### config.mk
export PLATFORM = sky130hd
export DESIGN_NAME = glob_pattern_syntax_checker_unit
export DESIGN_NICKNAME = d
export VERILOG_FILES = /design/src/rtl/core/gpsc_pkg.sv /design/src/rtl/core/glob_pattern_syntax_checker_unit.sv
export VERILOG_INCLUDE_DIRS = /design/src /design/src/rtl/core
export SDC_FILE = /design/constraint.sdc
export NUM_CORES = 1
export LEC_CHECK = 0
export BUFFER_PORTS_ARGS = -buffer_cell sky130_fd_sc_hd__buf_2
export CORE_MARGIN = 4
export CORE_UTILIZATION = 55
export CTS_CLUSTER_SIZE = 25
export DETAILED_ROUTE_END_ITERATION = 10
export PLACE_DENSITY = 0.79
export SYNTH_ARGS = -nofsm -noshare
export SYNTH_HDL_FRONTEND = slang
export SYNTH_SLANG_ARGS = --single-unit
### constraint.sdc
create_clock -name clk_i -period 3.9 [get_ports clk_i]
set_input_delay 0.195 -clock clk_i [delete_from_list [all_inputs] [get_ports clk_i]]
set_output_delay 0.195 -clock clk_i [all_outputs]
set_load 0.02 [all_outputs]
### src/rtl/core/assert_macros.svh
// Assertion macros used by the RTL of the glob pattern syntax checker
`ifndef ASSERT_MACROS_SVH
`define ASSERT_MACROS_SVH

// Clocked assertion, switched off while reset is low
`define GPSC_ASSERT(lbl, prop, msg) \
  lbl: assert property (@(posedge clk_i) disable iff (!rst_ni) (prop)) else $error(msg);

// Clocked assertion that also holds during reset
`define GPSC_ASSERT_ALWAYS(lbl, prop, msg) \
  lbl: assert property (@(posedge clk_i) (prop)) else $error(msg);

`endif

### src/rtl/core/gpsc_pkg.sv
// Types and byte constants for the glob pattern syntax checker
package gpsc_pkg;

  typedef enum logic [2:0] {
    MODE_NORMAL     = 3'd0,
    MODE_ESC        = 3'd1,
    MODE_STAR       = 3'd2,
    MODE_RANGE_OPEN = 3'd3,
    MODE_RANGE      = 3'd4,
    MODE_RANGE_ESC  = 3'd5
  } scan_mode_e;

  typedef enum logic [3:0] {
    ERR_NONE      = 4'd0,
    ERR_UNEVEN    = 4'd1,
    ERR_DSTAR     = 4'd2,
    ERR_EMPTY     = 4'd3,
    ERR_TRAIL     = 4'd4,
    ERR_ESCSLASH  = 4'd5,
    ERR_NESTED    = 4'd6,
    ERR_SLASHRNG  = 4'd7,
    ERR_NONASCII  = 4'd8
  } err_code_e;

  localparam logic [7:0] CharLBracket  = 8'h5B;  // [
  localparam logic [7:0] CharRBracket  = 8'h5D;  // ]
  localparam logic [7:0] CharQuestion  = 8'h3F;  // ?
  localparam logic [7:0] CharStar      = 8'h2A;  // *
  localparam logic [7:0] CharSlash     = 8'h2F;  // /
  localparam logic [7:0] CharBackslash = 8'h5C;  // backslash
  localparam logic [7:0] AsciiLow      = 8'd32;
  localparam logic [7:0] AsciiHigh     = 8'd127;

endpackage

### src/rtl/core/glob_pattern_syntax_checker_unit.sv
// Glob pattern syntax checker: byte scanner with a one-word result register
//
//   channel | direction | fields                        | handshake
//   --------+-----------+-------------------------------+------------------------
//   in      | input     | pattern_byte_i, last_byte_i   | in_valid_i / in_ready_o
//   out     | output    | is_glob_o, error_code_o       | out_valid_o / out_ready_i
//
// One byte is taken per cycle while in_ready_o is high; the mode register and the
// scan flags are the only loop, updated in the cycle a byte is taken.
// A word marked last loads the result register, and the result appears in the next cycle.
// Input stalls only while a result is held and out_ready_i is low.
// Reset (rst_ni low, asynchronous) returns to top-level mode with no error.
`include "assert_macros.svh"

module glob_pattern_syntax_checker_unit (
  input  logic       clk_i,
  input  logic       rst_ni,
  input  logic       in_valid_i,
  output logic       in_ready_o,
  input  logic [7:0] pattern_byte_i,
  input  logic       last_byte_i,
  output logic       out_valid_o,
  input  logic       out_ready_i,
  output logic       is_glob_o,
  output logic [3:0] error_code_o
);

  gpsc_pkg::scan_mode_e mode_q, mode_d;
  gpsc_pkg::err_code_e  err_q, err_d;
  logic                 glob_q, glob_d;
  logic                 nonasc_q, nonasc_d;

  logic                 out_valid_q;
  logic                 out_glob_q, out_glob_d;
  gpsc_pkg::err_code_e  out_err_q, out_err_d;

  logic                 in_acc;
  logic                 do_top;
  logic                 do_range;

  assign in_ready_o = !out_valid_q || out_ready_i;
  assign in_acc     = in_valid_i && in_ready_o;

  // Next state of the scanner
  always_comb begin
    mode_d   = mode_q;
    err_d    = err_q;
    glob_d   = glob_q;
    nonasc_d = nonasc_q;
    do_top   = 1'b0;
    do_range = 1'b0;

    // Bytes after the first error are dropped
    if (err_q == gpsc_pkg::ERR_NONE) begin
      unique case (mode_q)
        gpsc_pkg::MODE_STAR: begin
          if (pattern_byte_i == gpsc_pkg::CharStar) err_d = gpsc_pkg::ERR_DSTAR;
          else do_top = 1'b1;
        end
        gpsc_pkg::MODE_ESC: begin
          if (pattern_byte_i == gpsc_pkg::CharBackslash ||
              pattern_byte_i == gpsc_pkg::CharSlash) err_d = gpsc_pkg::ERR_ESCSLASH;
          else mode_d = gpsc_pkg::MODE_NORMAL;
        end
        gpsc_pkg::MODE_RANGE_OPEN: begin
          if (pattern_byte_i == gpsc_pkg::CharRBracket) err_d = gpsc_pkg::ERR_EMPTY;
          else do_range = 1'b1;
        end
        gpsc_pkg::MODE_RANGE: begin
          do_range = 1'b1;
        end
        gpsc_pkg::MODE_RANGE_ESC: begin
          if (pattern_byte_i == gpsc_pkg::CharBackslash ||
              pattern_byte_i == gpsc_pkg::CharSlash) err_d = gpsc_pkg::ERR_ESCSLASH;
          else mode_d = gpsc_pkg::MODE_RANGE;
        end
        default: begin
          do_top = 1'b1;
        end
      endcase
    end

    if (do_top) begin
      if (pattern_byte_i < gpsc_pkg::AsciiLow || pattern_byte_i > gpsc_pkg::AsciiHigh) begin
        nonasc_d = 1'b1;
      end
      case (pattern_byte_i)
        gpsc_pkg::CharBackslash: mode_d = gpsc_pkg::MODE_ESC;
        gpsc_pkg::CharLBracket: begin
          glob_d = 1'b1;
          mode_d = gpsc_pkg::MODE_RANGE_OPEN;
        end
        gpsc_pkg::CharRBracket: err_d = gpsc_pkg::ERR_UNEVEN;
        gpsc_pkg::CharQuestion: begin
          glob_d = 1'b1;
          mode_d = gpsc_pkg::MODE_NORMAL;
        end
        gpsc_pkg::CharStar: begin
          glob_d = 1'b1;
          mode_d = gpsc_pkg::MODE_STAR;
        end
        default: mode_d = gpsc_pkg::MODE_NORMAL;
      endcase
    end

    if (do_range) begin
      case (pattern_byte_i)
        gpsc_pkg::CharBackslash: mode_d = gpsc_pkg::MODE_RANGE_ESC;
        gpsc_pkg::CharLBracket:  err_d  = gpsc_pkg::ERR_NESTED;
        gpsc_pkg::CharRBracket:  mode_d = gpsc_pkg::MODE_NORMAL;
        gpsc_pkg::CharSlash:     err_d  = gpsc_pkg::ERR_SLASHRNG;
        default:                 mode_d = gpsc_pkg::MODE_RANGE;
      endcase
    end
  end

  // Result word from the state after this byte
  always_comb begin
    out_err_d = err_d;
    if (err_d == gpsc_pkg::ERR_NONE) begin
      if (mode_d == gpsc_pkg::MODE_ESC || mode_d == gpsc_pkg::MODE_RANGE_ESC) begin
        out_err_d = gpsc_pkg::ERR_TRAIL;
      end else if (mode_d == gpsc_pkg::MODE_RANGE_OPEN || mode_d == gpsc_pkg::MODE_RANGE) begin
        out_err_d = gpsc_pkg::ERR_UNEVEN;
      end else if (glob_d && nonasc_d) begin
        out_err_d = gpsc_pkg::ERR_NONASCII;
      end
    end
    out_glob_d = (out_err_d == gpsc_pkg::ERR_NONE) ? glob_d : 1'b0;
  end

  always_ff @(posedge clk_i or negedge rst_ni) begin
    if (!rst_ni) begin
      mode_q   <= gpsc_pkg::MODE_NORMAL;
      err_q    <= gpsc_pkg::ERR_NONE;
      glob_q   <= 1'b0;
      nonasc_q <= 1'b0;
    end else if (in_acc) begin
      if (last_byte_i) begin
        // Pattern done: start the next one from scratch
        mode_q   <= gpsc_pkg::MODE_NORMAL;
        err_q    <= gpsc_pkg::ERR_NONE;
        glob_q   <= 1'b0;
        nonasc_q <= 1'b0;
      end else begin
        mode_q   <= mode_d;
        err_q    <= err_d;
        glob_q   <= glob_d;
        nonasc_q <= nonasc_d;
      end
    end
  end

  always_ff @(posedge clk_i or negedge rst_ni) begin
    if (!rst_ni) begin
      out_valid_q <= 1'b0;
    end else if (in_acc && last_byte_i) begin
      out_valid_q <= 1'b1;
    end else if (out_ready_i) begin
      out_valid_q <= 1'b0;
    end
  end

  always_ff @(posedge clk_i) begin
    if (in_acc && last_byte_i) begin
      out_glob_q <= out_glob_d;
      out_err_q  <= out_err_d;
    end
  end

  assign out_valid_o  = out_valid_q;
  assign is_glob_o    = out_glob_q;
  assign error_code_o = out_err_q;

  `GPSC_ASSERT(a_reset_after_last,
    (in_acc && last_byte_i) |=> (mode_q == gpsc_pkg::MODE_NORMAL &&
      err_q == gpsc_pkg::ERR_NONE && !glob_q && !nonasc_q),
    "scanner state not cleared after last word")
  `GPSC_ASSERT(a_err_sticky,
    (in_acc && !last_byte_i && err_q != gpsc_pkg::ERR_NONE) |=> (err_q == $past(err_q)),
    "first error overwritten")
  `GPSC_ASSERT(a_glob_clear_on_err,
    (out_valid_q && out_err_q != gpsc_pkg::ERR_NONE) |-> !out_glob_q,
    "is_glob set on an erroneous pattern")
  `GPSC_ASSERT(a_result_from_last,
    $rose(out_valid_q) |-> $past(in_acc && last_byte_i),
    "result appeared without a last word")
  `GPSC_ASSERT_ALWAYS(a_reset_no_result,
    !rst_ni |-> !out_valid_q,
    "result valid during reset")

endmodule
==> results of run 1 <==
-- per-layer routing --
layer	routed length (um)	track usage	vias to the layer above	part of all wire
li1	-	-	560	-
met1	1320	0.309	560	0.44
met2	1450	0.373	46	0.49
met3	179	0.0409	2	0.060
met4	22	0.0415	0	0.0074
met5	0	0	-	0
-- worst max-delay path: stages, from the launching register on --
cell and delay (ps):
dfrtp_1 420, or4_4 600, or3_4 440, o31ai_4 210
a21boi_2 130, or4_1 550, a211oi_2 260, nor4_1 80
-- path summary, 6_finish.rpt --
path | from | endpoint | slack (ps)
max | err_q[2] | is_glob_o | 960
min | last_byte_i | mode_q[0] | 140
max reg2reg | err_q[2] | is_glob_o | 960
min reg2reg | nonasc_q | nonasc_q | 520
max in group asynchronous | rst_ni | err_q[1] | 3400
min in group asynchronous | rst_ni | err_q[3] | 300
-- area by class of cell --
| class | count | area, um2 | share of cell area |
|---|---|---|---|
| well taps | 27 | 33.8 | 0.0255 |
| flip-flops and latches | 15 | 400 | 0.302 |
| multi-input cells | 108 | 744 | 0.562 |
| inverters | 4 | 15.0 | 0.0113 |
| repair buffers | 20 | 105 | 0.0793 |
| clock buffers | 4 | 26.3 | 0.0198 |
-- what timing repair did --
| item | in CTS | in global routing |
|---|---|---|
| resized for setup | 0 | 0 |
| hold buffers | 1 | 0 |
| hold endpoints to repair | 10 | 0 |
| setup endpoints to repair | 0 | 0 |
-- Yosys cell counts (2+ instances only) --
cell type	n	area, um2
or3_1	2	12.5
o211ai_1	3	22.5
a211oi_1	2	15.0
a32oi_1	2	17.5
nand3_1	9	45.0
and2_1	2	12.5
and3b_1	2	17.5
a21oi_1	3	15.0
and3_1	3	18.8
nor3_1	3	15.0
or2_2	2	12.5
nor2_1	13	48.8
edfxtp_1	5	150
nand3b_1	2	15.0
nor2b_1	6	37.5
a31o_2	2	17.5
dfrtp_1	10	250
inv_1	4	15.0
clkbuf_1	2	7.51
o21ai_0	2	10.0
nand2_1	8	30.0
a22o_1	2	17.5
nor4_1	4	25.0
o31ai_1	4	30.0
nand2b_1	2	12.5
nor4bb_1	2	20.0
a22o_2	2	20.0
-- flip-flops by register name, summed over array words and instances, names as in the netlist --
name          count
error_code_o      4
err_q             4
nonasc_q          1
mode_q            3
out_valid_o       1
glob_q            1
is_glob_o         1
-- power by group through the flow --
stage          combinational, mW  sequential [mW]  clock (mW)
3_3_place_gp              0.0458            0.173           0
6_report                  0.0491            0.170      0.0870
2_1_floorplan             0.0230            0.177           0
5_1_grt                   0.0545            0.171      0.0923
3_5_place_dp              0.0480            0.173           0
4_1_cts                   0.0489            0.170      0.0857
-- kinds of logic (layout without fill, tap and decap cells) --
kind of cell,Yosys count,in the layout,synth area share
flops,15,15,0.340
simple gates,71,71,0.363
mux,1,1,0.00849
buf+inv,7,28,0.0287
compound gates,36,36,0.260
==> results_dict.tcl, run 1 <==
set metrics [dict create \
    status "finished, final reports clean" \
    worst_r2r_path_depth 7 \
    io_pins 20 \
    viasPerCell 6.56 \
    holdPathStages 2 \
    post_cts_buffers 0 \
    synthCells 130 \
    grt_max_degree 11 \
    final.setup.tns_ps 0 \
    yosys_warnings 0 \
    synthArstFlopShare 0.667 \
    ys_ff_latch 15 \
    cts.htree.levels 1 \
    slew_headroom 0.441 \
    ys.flop_type "dfrtp_1" \
    clock_power_share 0.284 \
    final.setup.worst_slack_ps 960 \
    report.final.slew_viol_count 0 \
    initial_core_util 0.589 \
    cp.required_ps 3930 \
    final_common_cell "buf_2" \
    rows 16 \
    routed_wl_um 2970 \
    fin_crit_ps 2940 \
    fin_worst_skew_ps 4.24 \
    cts_buffers 3 \
    drtIter0Drc 43 \
    p_int_uw 225 \
    clock.fmax_ghz 0.340 \
    yosysUniqueCellTypes 54 \
    dp_cells 173 \
    final_nets 165 \
    wl_per_cell_um 16.7 \
    fillCellCount 168 \
    synth.cell_area_um2 1180 \
    power.switching_uw 81.3 \
    grt_first_pass_wirelength_um 4880 \
    syn_avg_cell_area_um2 9.07 \
    via_count 1168 \
    tightest_slew_ps 831 \
    gp_congestion 0.945 \
    syn_nets 143 \
    dp_slack_ps 986 \
    fp.dieArea_um2 2950 \
    diodes 0 \
    clock_path_buffers 2 \
    track_usage 0.225 \
    pwr-share-seq 0.556 \
    design_area_um2 1330 \
    clockRootBuffer "clkbuf_4" \
    area_delta_synth_final_pct 12.4 \
    max_cap_viol_count 0 \
    route.detailed.drc 0 \
    startpoint_type "flip-flop" \
    hold_path.class "in2reg" \
    cp_data_arrival_time_ps 2970 \
    synth_seq_area_share 0.340 \
    ir_worst_vdd_uv 230 \
    antenna_found_initial 0 \
    drive_gt1_frac 0.238 \
    io_buffers 19 \
    drtPass1Iterations 4 \
    synth_edf_count 5 \
    swShare 0.266 \
    clock_latency_ps 280 \
    cp_max_fo 9 \
    worstSetupEndpointType "flip-flop" \
    pwr-share-comb 0.160 \
    mostFrequentLayoutCells "19 x buf_2, 13 x nor2_1, 10 x dfrtp_1, 9 x nand3_1, 8 x nand2_1" \
    power_uw 306 \
    grt_pass1_vias 1093 \
    dp_hpwl_um 2370 \
    power.leakage_nw 0.584 \
    finalCritPeriodShare 0.754 \
    criticalPathCategory "reg2reg" \
    core_area_um2 2000 \
    final_util 0.662 \
    hold_viol 0 \
    holdWs_ps 140 \
    clk_pin_slew_ps 90 \
    final_antenna_net_count 0 \
    setup_viol 0 \
    rsz0062_at_grt "no" \
    grt-ovfl-total 0 \
    placed_area_um2 1290 \
    dieWidth_um 54.3 \
    finalNonFillerCells 178 \
    cts.sinks 15 \
    die_h_um 54.3 \
    tritoncts "yes" \
    power_per_cell_area_nw_per_um2 231 \
]
Power figures use the tool's default switching activity.
==> inputs of run 2 (changes only) <==
--- a/config.mk
+++ b/config.mk
@@ -8,10 +8,10 @@
 export LEC_CHECK = 0
 export BUFFER_PORTS_ARGS = -buffer_cell sky130_fd_sc_hd__buf_2
 export CORE_MARGIN = 4
-export CORE_UTILIZATION = 55
+export CORE_UTILIZATION = 50
 export CTS_CLUSTER_SIZE = 25
 export DETAILED_ROUTE_END_ITERATION = 10
-export PLACE_DENSITY = 0.79
+export PLACE_DENSITY = 0.76
 export SYNTH_ARGS = -nofsm -noshare
 export SYNTH_HDL_FRONTEND = slang
 export SYNTH_SLANG_ARGS = --single-unit
==> constraint.sdc (replaced) <==
create_clock -name clk_i -period 2.7 [get_ports clk_i]
set_input_delay 0.135 -clock clk_i [delete_from_list [all_inputs] [get_ports clk_i]]
set_output_delay 0.135 -clock clk_i [all_outputs]
set_load 0.02 [all_outputs]
==> results_dict.tcl, run 2 (synthesis gave the netlist of run 1 again) <==
set metrics [dict create \
    rows 17 \
    wl_per_cell_um 16.4 \
    power.leakage_nw 0.709 \
    finalNonFillerCells 201 \
    grt_busiest_layer "met2" \
    fin_crit_ps 2690 \
    grt_pass1_vias 1215 \
    report.final.slew_viol_count 0 \
    hold_viol 0 \
    cp_data_arrival_time_ps 2720 \
    final_antenna_net_count 0 \
    use_met3 0.0529 \
    cp.required_ps 2730 \
    core_area_um2 2230 \
    track_usage 0.221 \
    final.setup.worst_slack_ps 13.1 \
    dp_slack_ps -44.4 \
    cp_max_fo 3 \
    ir_worst_vdd_uv 329 \
    drive_gt1_frac 0.358 \
    gp_congestion 0.945 \
    initial_core_util 0.528 \
    clock_path_buffers 2 \
    clockRootBuffer "clkbuf_4" \
    clk_pin_slew_ps 90 \
    status "finished, final reports clean" \
    power_uw 448 \
    dp_cells 194 \
    max_cap_viol_count 0 \
    grt_max_degree 11 \
    clock_latency_ps 280 \
    slew_headroom 0.701 \
    viasPerCell 6.17 \
    grt_first_pass_wirelength_um 5640 \
    routed_wl_um 3300 \
    met2_usage 0.358 \
    fin_worst_skew_ps 4.10 \
    placed_area_um2 1440 \
    area_delta_synth_final_pct 28.2 \
    cp_cell_sequence "or4_4 -> or3_4 -> o31ai_4 -> a21boi_2 -> or4_1 -> a211oi_2 -> nor4_1" \
    die_h_um 56.6 \
    dp_hpwl_um 2640 \
    finalCritPeriodShare 0.995 \
    dieWidth_um 56.6 \
    drtPass1Iterations 4 \
    r2r_start "err_q[2]" \
    power_per_cell_area_nw_per_um2 297 \
    antenna_found_initial 0 \
    worstSetupEndpointType "flip-flop" \
    via_count 1241 \
    final_common_cell "buf_4" \
    tritoncts "yes" \
    criticalPathCategory "reg2reg" \
    startpoint_type "flip-flop" \
    grt-ovfl-total 0 \
    io_buffers 19 \
    tightest_slew_ps 447 \
    rsz0062_at_grt "yes" \
    drtIter0Drc 44 \
    cts_buffers 3 \
    setup_viol 0 \
    clock.fmax_ghz 0.372 \
    mostFrequentLayoutCells "22 x buf_4, 19 x buf_2, 13 x nor2_1, 10 x dfrtp_1, 9 x nand3_1" \
    use_met1 0.298 \
    diodes 0 \
    io_pins 20 \
    crit_path_start "err_q[2]" \
    holdWs_ps 76.2 \
    slowest_delay_ps 550 \
    hold_path.class "in2reg" \
    design_area_um2 1510 \
    cp_slowest_cell "or4_4" \
    cts.sinks 15 \
    route.detailed.drc 0 \
    fp.dieArea_um2 3200 \
    final_nets 187 \
    rrSetupSlack_ps 10 \
    cts.htree.levels 1 \
    hold_start "last_byte_i" \
]
run 2: final cells by class:
class	count	area (um2)
clock buffers	3	22.5
fillers	193	722
clock inverters	1	5.00
inverters	4	15.0
well taps	28	35.0
repair buffers	42	270
flip-flops and latches	15	400
multi-input cells	108	763
run 2: power breakdown:
group / leakage [nW] / total [mW] / internal, mW / switching [mW]
sequential: 0.184 / 0.246 / 0.243 / 0.00311
clock: 0.0177 / 0.127 / 0.0550 / 0.0725
combinational: 0.508 / 0.0752 / 0.0289 / 0.0463
total: 0.709 / 0.448 / 0.326 / 0.122
run 2: through the flow:
stage	TNS, ps	utilization
2_1_floorplan	-77.3	-
3_3_place_gp	0	0.645
3_5_place_dp	-44.4	0.645
4_1_cts	-7.46	0.667
5_1_grt	-111	0.677
6_report	0	0.677
run 2: critical path, delay by kind of cell (launching register included):
kind             cells  cell delay, ps
AND/OR/NAND/NOR      4            1520
AO/OA/AOI/OAI        3             520
flip-flops           1             390
run 2: what timing repair did:
action	CTS	global route
setup endpoints to repair	1	4
setup buffers	1	1
hold buffers	1	0
hold endpoints to repair	10	0
gates resized for setup	1	4
pin swaps	1	1
run 2: path summary, 6_finish.rpt:
path	end	cells past startpoint
max in group asynchronous	err_q[1]	2
worst min register to register	nonasc_q	2
worst max register to register	is_glob_o	7
worst min-delay path	mode_q[0]	2
min in group asynchronous	err_q[3]	2
worst max-delay path	is_glob_o	7
run 2: routing by layer:
| metal | wire length [um] | up-vias |
|---|---|---|
| met3 | 230 | 3 |
| met4 | 25 | 0 |
| met1 | 1470 | 586 |
| met5 | 0 | - |
| met2 | 1570 | 46 |
| li1 | - | 606 |
==> inputs of run 3 (changes only) <==
--- a/config.mk
+++ b/config.mk
@@ -6,12 +6,14 @@
 export SDC_FILE = /design/constraint.sdc
 export NUM_CORES = 1
 export LEC_CHECK = 0
+export ABC_AREA = 1
 export BUFFER_PORTS_ARGS = -buffer_cell sky130_fd_sc_hd__buf_2
 export CORE_MARGIN = 4
-export CORE_UTILIZATION = 50
+export CORE_UTILIZATION = 54
 export CTS_CLUSTER_SIZE = 25
 export DETAILED_ROUTE_END_ITERATION = 10
-export PLACE_DENSITY = 0.76
+export PLACE_DENSITY = 0.79
+export RECOVER_POWER = 100
 export SYNTH_ARGS = -nofsm -noshare
 export SYNTH_HDL_FRONTEND = slang
 export SYNTH_SLANG_ARGS = --single-unit
==> constraint.sdc (replaced) <==
create_clock -name clk_i -period 2.9 [get_ports clk_i]
set_input_delay 0.145 -clock clk_i [delete_from_list [all_inputs] [get_ports clk_i]]
set_output_delay 0.145 -clock clk_i [all_outputs]
set_load 0.02 [all_outputs]
==> results_dict.tcl, run 3 <==
set metrics [dict create \
    status "finished, final reports clean" \
    clockRootBuffer "clkbuf_4" \
    fin_worst_skew_ps 6.21 \
    fp.dieArea_um2 2840 \
    ys.flop_type "dfrtp_1" \
    drtPass1Iterations 4 \
    wl_per_cell_um 12.0 \
    initial_core_util 0.564 \
    cts.htree.levels 1 \
    cp.required_ps 2960 \
    power_per_cell_area_nw_per_um2 332 \
    synth_edf_count 5 \
    synth_compound_area_frac 0.115 \
    final_antenna_net_count 0 \
    hold_path.class "in2reg" \
    syn_nets 177 \
    yosys-top-cells-area "dfrtp_1 23%, nand2_1 16%, edfxtp_1 14%" \
    synth.cell_area_um2 1110 \
    cts.sinks 15 \
    synth_seq_area_share 0.362 \
    area_delta_synth_final_pct 12.7 \
    r2r_start "mode_q[1]" \
    synthCells 164 \
    hold_start "last_byte_i" \
    synth_mux_area_frac 0 \
    grt-ovfl-total 0 \
    synthSimpleGateAreaFrac 0.420 \
    synth_xor_area_frac 0 \
    synth_fa_ha_area_frac 0 \
    holdWs_ps 22.1 \
    final.setup.worst_slack_ps 505 \
    clock.fmax_ghz 0.418 \
    worstSetupEndpointType "flip-flop" \
    holdPathEnd "err_q[3]" \
    cp_num_buf_inv 1 \
    tritoncts "yes" \
    grt_max_degree 11 \
    hold_viol 0 \
    drtIter0Drc 62 \
    tightest_slew_ps 713 \
    cts_buffers 3 \
    cp_max_fo 6 \
    routed_wl_um 2570 \
    worst_r2r_path_depth 12 \
    report.final.slew_viol_count 0 \
    slew_headroom 0.520 \
    synth_top_family_by_area "simple AND/OR/NAND/NOR gates" \
    finalCritPeriodShare 0.826 \
    rsz0062_at_grt "no" \
    criticalPathCategory "reg2reg" \
    diodes 0 \
    multi_input_area_um2 576 \
    dp_cells 210 \
    yosysUniqueCellTypes 25 \
    clock_path_buffers 2 \
    crit_family "simple AND/OR/NAND/NOR gates" \
    ys_ff_latch 15 \
    cp_data_arrival_time_ps 2460 \
    rrSetupSlack_ps 510 \
    slowest_delay_ps 570 \
    gp_congestion 0.974 \
    power.leakage_nw 0.655 \
    syn_avg_cell_area_um2 6.75 \
    placed_area_um2 1240 \
    finalNonFillerCells 215 \
    cp_cell_sequence "inv_2 -> nand2_1 -> o21ai_0 -> nand2_4 -> nor2_4 -> nor2_1 -> nor2_1 -> nand2_1 -> nand3_1 -> nand3_1 -> nand2_2 -> nor2_2" \
    via_count 1176 \
    design_area_um2 1250 \
    setup_viol 0 \
    synthArstFlopShare 0.667 \
    final.setup.tns_ps 0 \
    ir_worst_vdd_uv 355 \
    dp_slack_ps 919 \
    fillCellCount 188 \
    clk_pin_slew_ps 90 \
    final_nets 202 \
    mostFrequentLayoutCells "49 x nand2_1, 23 x inv_1, 15 x nor2_1, 14 x nand3_1, 11 x buf_2" \
    drive_gt1_frac 0.197 \
    die_h_um 53.3 \
    clock_latency_ps 300 \
    startpoint_type "flip-flop" \
    fin_crit_ps 2390 \
    route.detailed.drc 0 \
    final_common_cell "nand2_1" \
    cp_slowest_cell "o21ai_0" \
    dieWidth_um 53.3 \
    io_pins 20 \
    grt_first_pass_wirelength_um 4280 \
    yosys_warnings 0 \
    power_uw 414 \
    antenna_found_initial 0 \
    synth_area_leader_cell "dfrtp_1" \
    dp_hpwl_um 2100 \
    final_util 0.636 \
    track_usage 0.212 \
    rr_endpoint "is_glob_o" \
    final-seq-area_um2 400 \
    io_buffers 19 \
    synth.top_cells.by_count "48 x nand2_1, 23 x inv_1, 14 x nor2_1" \
    grt_pass1_vias 1069 \
    viasPerCell 5.47 \
    core_area_um2 1960 \
    synth.most_common_cell "nand2_1" \
    rows 16 \
    post_cts_buffers 0 \
    max_cap_viol_count 0 \
    netlist.area_leader.share 0.226 \
    holdPathStages 2 \
]
[run 3: worst max-delay path by stage]
stage	depth (start not counted)	startpoint	end	slack, ps
6_report	12	mode_q[1]	is_glob_o	510
5_1_grt	12	mode_q[0]	is_glob_o	350
4_1_cts	12	mode_q[1]	is_glob_o	890
3_5_place_dp	12	mode_q[1]	is_glob_o	920
3_3_place_gp	12	mode_q[1]	is_glob_o	1000
2_1_floorplan	13	mode_q[2]	is_glob_o	1130
[run 3: cells by family after synthesis]
group                  count (synthesis)
and+or+nand+nor                       98
buffers and inverters                 30
AOI/OAI and AO/OA                     21
DFF                                   15
[run 3: timing repair]
action | in CTS | in global routing
hold buffers | 1 | 0
resized for setup | 0 | 0
hold endpoints to repair | 10 | 0
[run 3: per-layer routing]
layer | wire length [um] | global-route usage | up-vias | share of wire
met5 | 0 | 0 | - | 0
met1 | 1030 | 0.253 | 529 | 0.40
met4 | 87 | 0.136 | 0 | 0.034
met3 | 258 | 0.0592 | 10 | 0.10
li1 | - | - | 577 | -
met2 | 1190 | 0.329 | 60 | 0.46
[run 3: layout make-up]
cell class              instances  area share
inverters                      30      0.0913
multi-input cells             119       0.461
flip-flops and latches         15       0.321
well taps                      27      0.0271
clock buffers                   3      0.0181
clock inverters                 1     0.00502
repair buffers                 20      0.0762
[run 3: power breakdown]
group	leakage (nW)	switching (mW)	internal (mW)	total [mW]
sequential	0.185	0.00224	0.225	0.228
clock	0.0183	0.0722	0.0535	0.126
combinational	0.452	0.0419	0.0187	0.0606
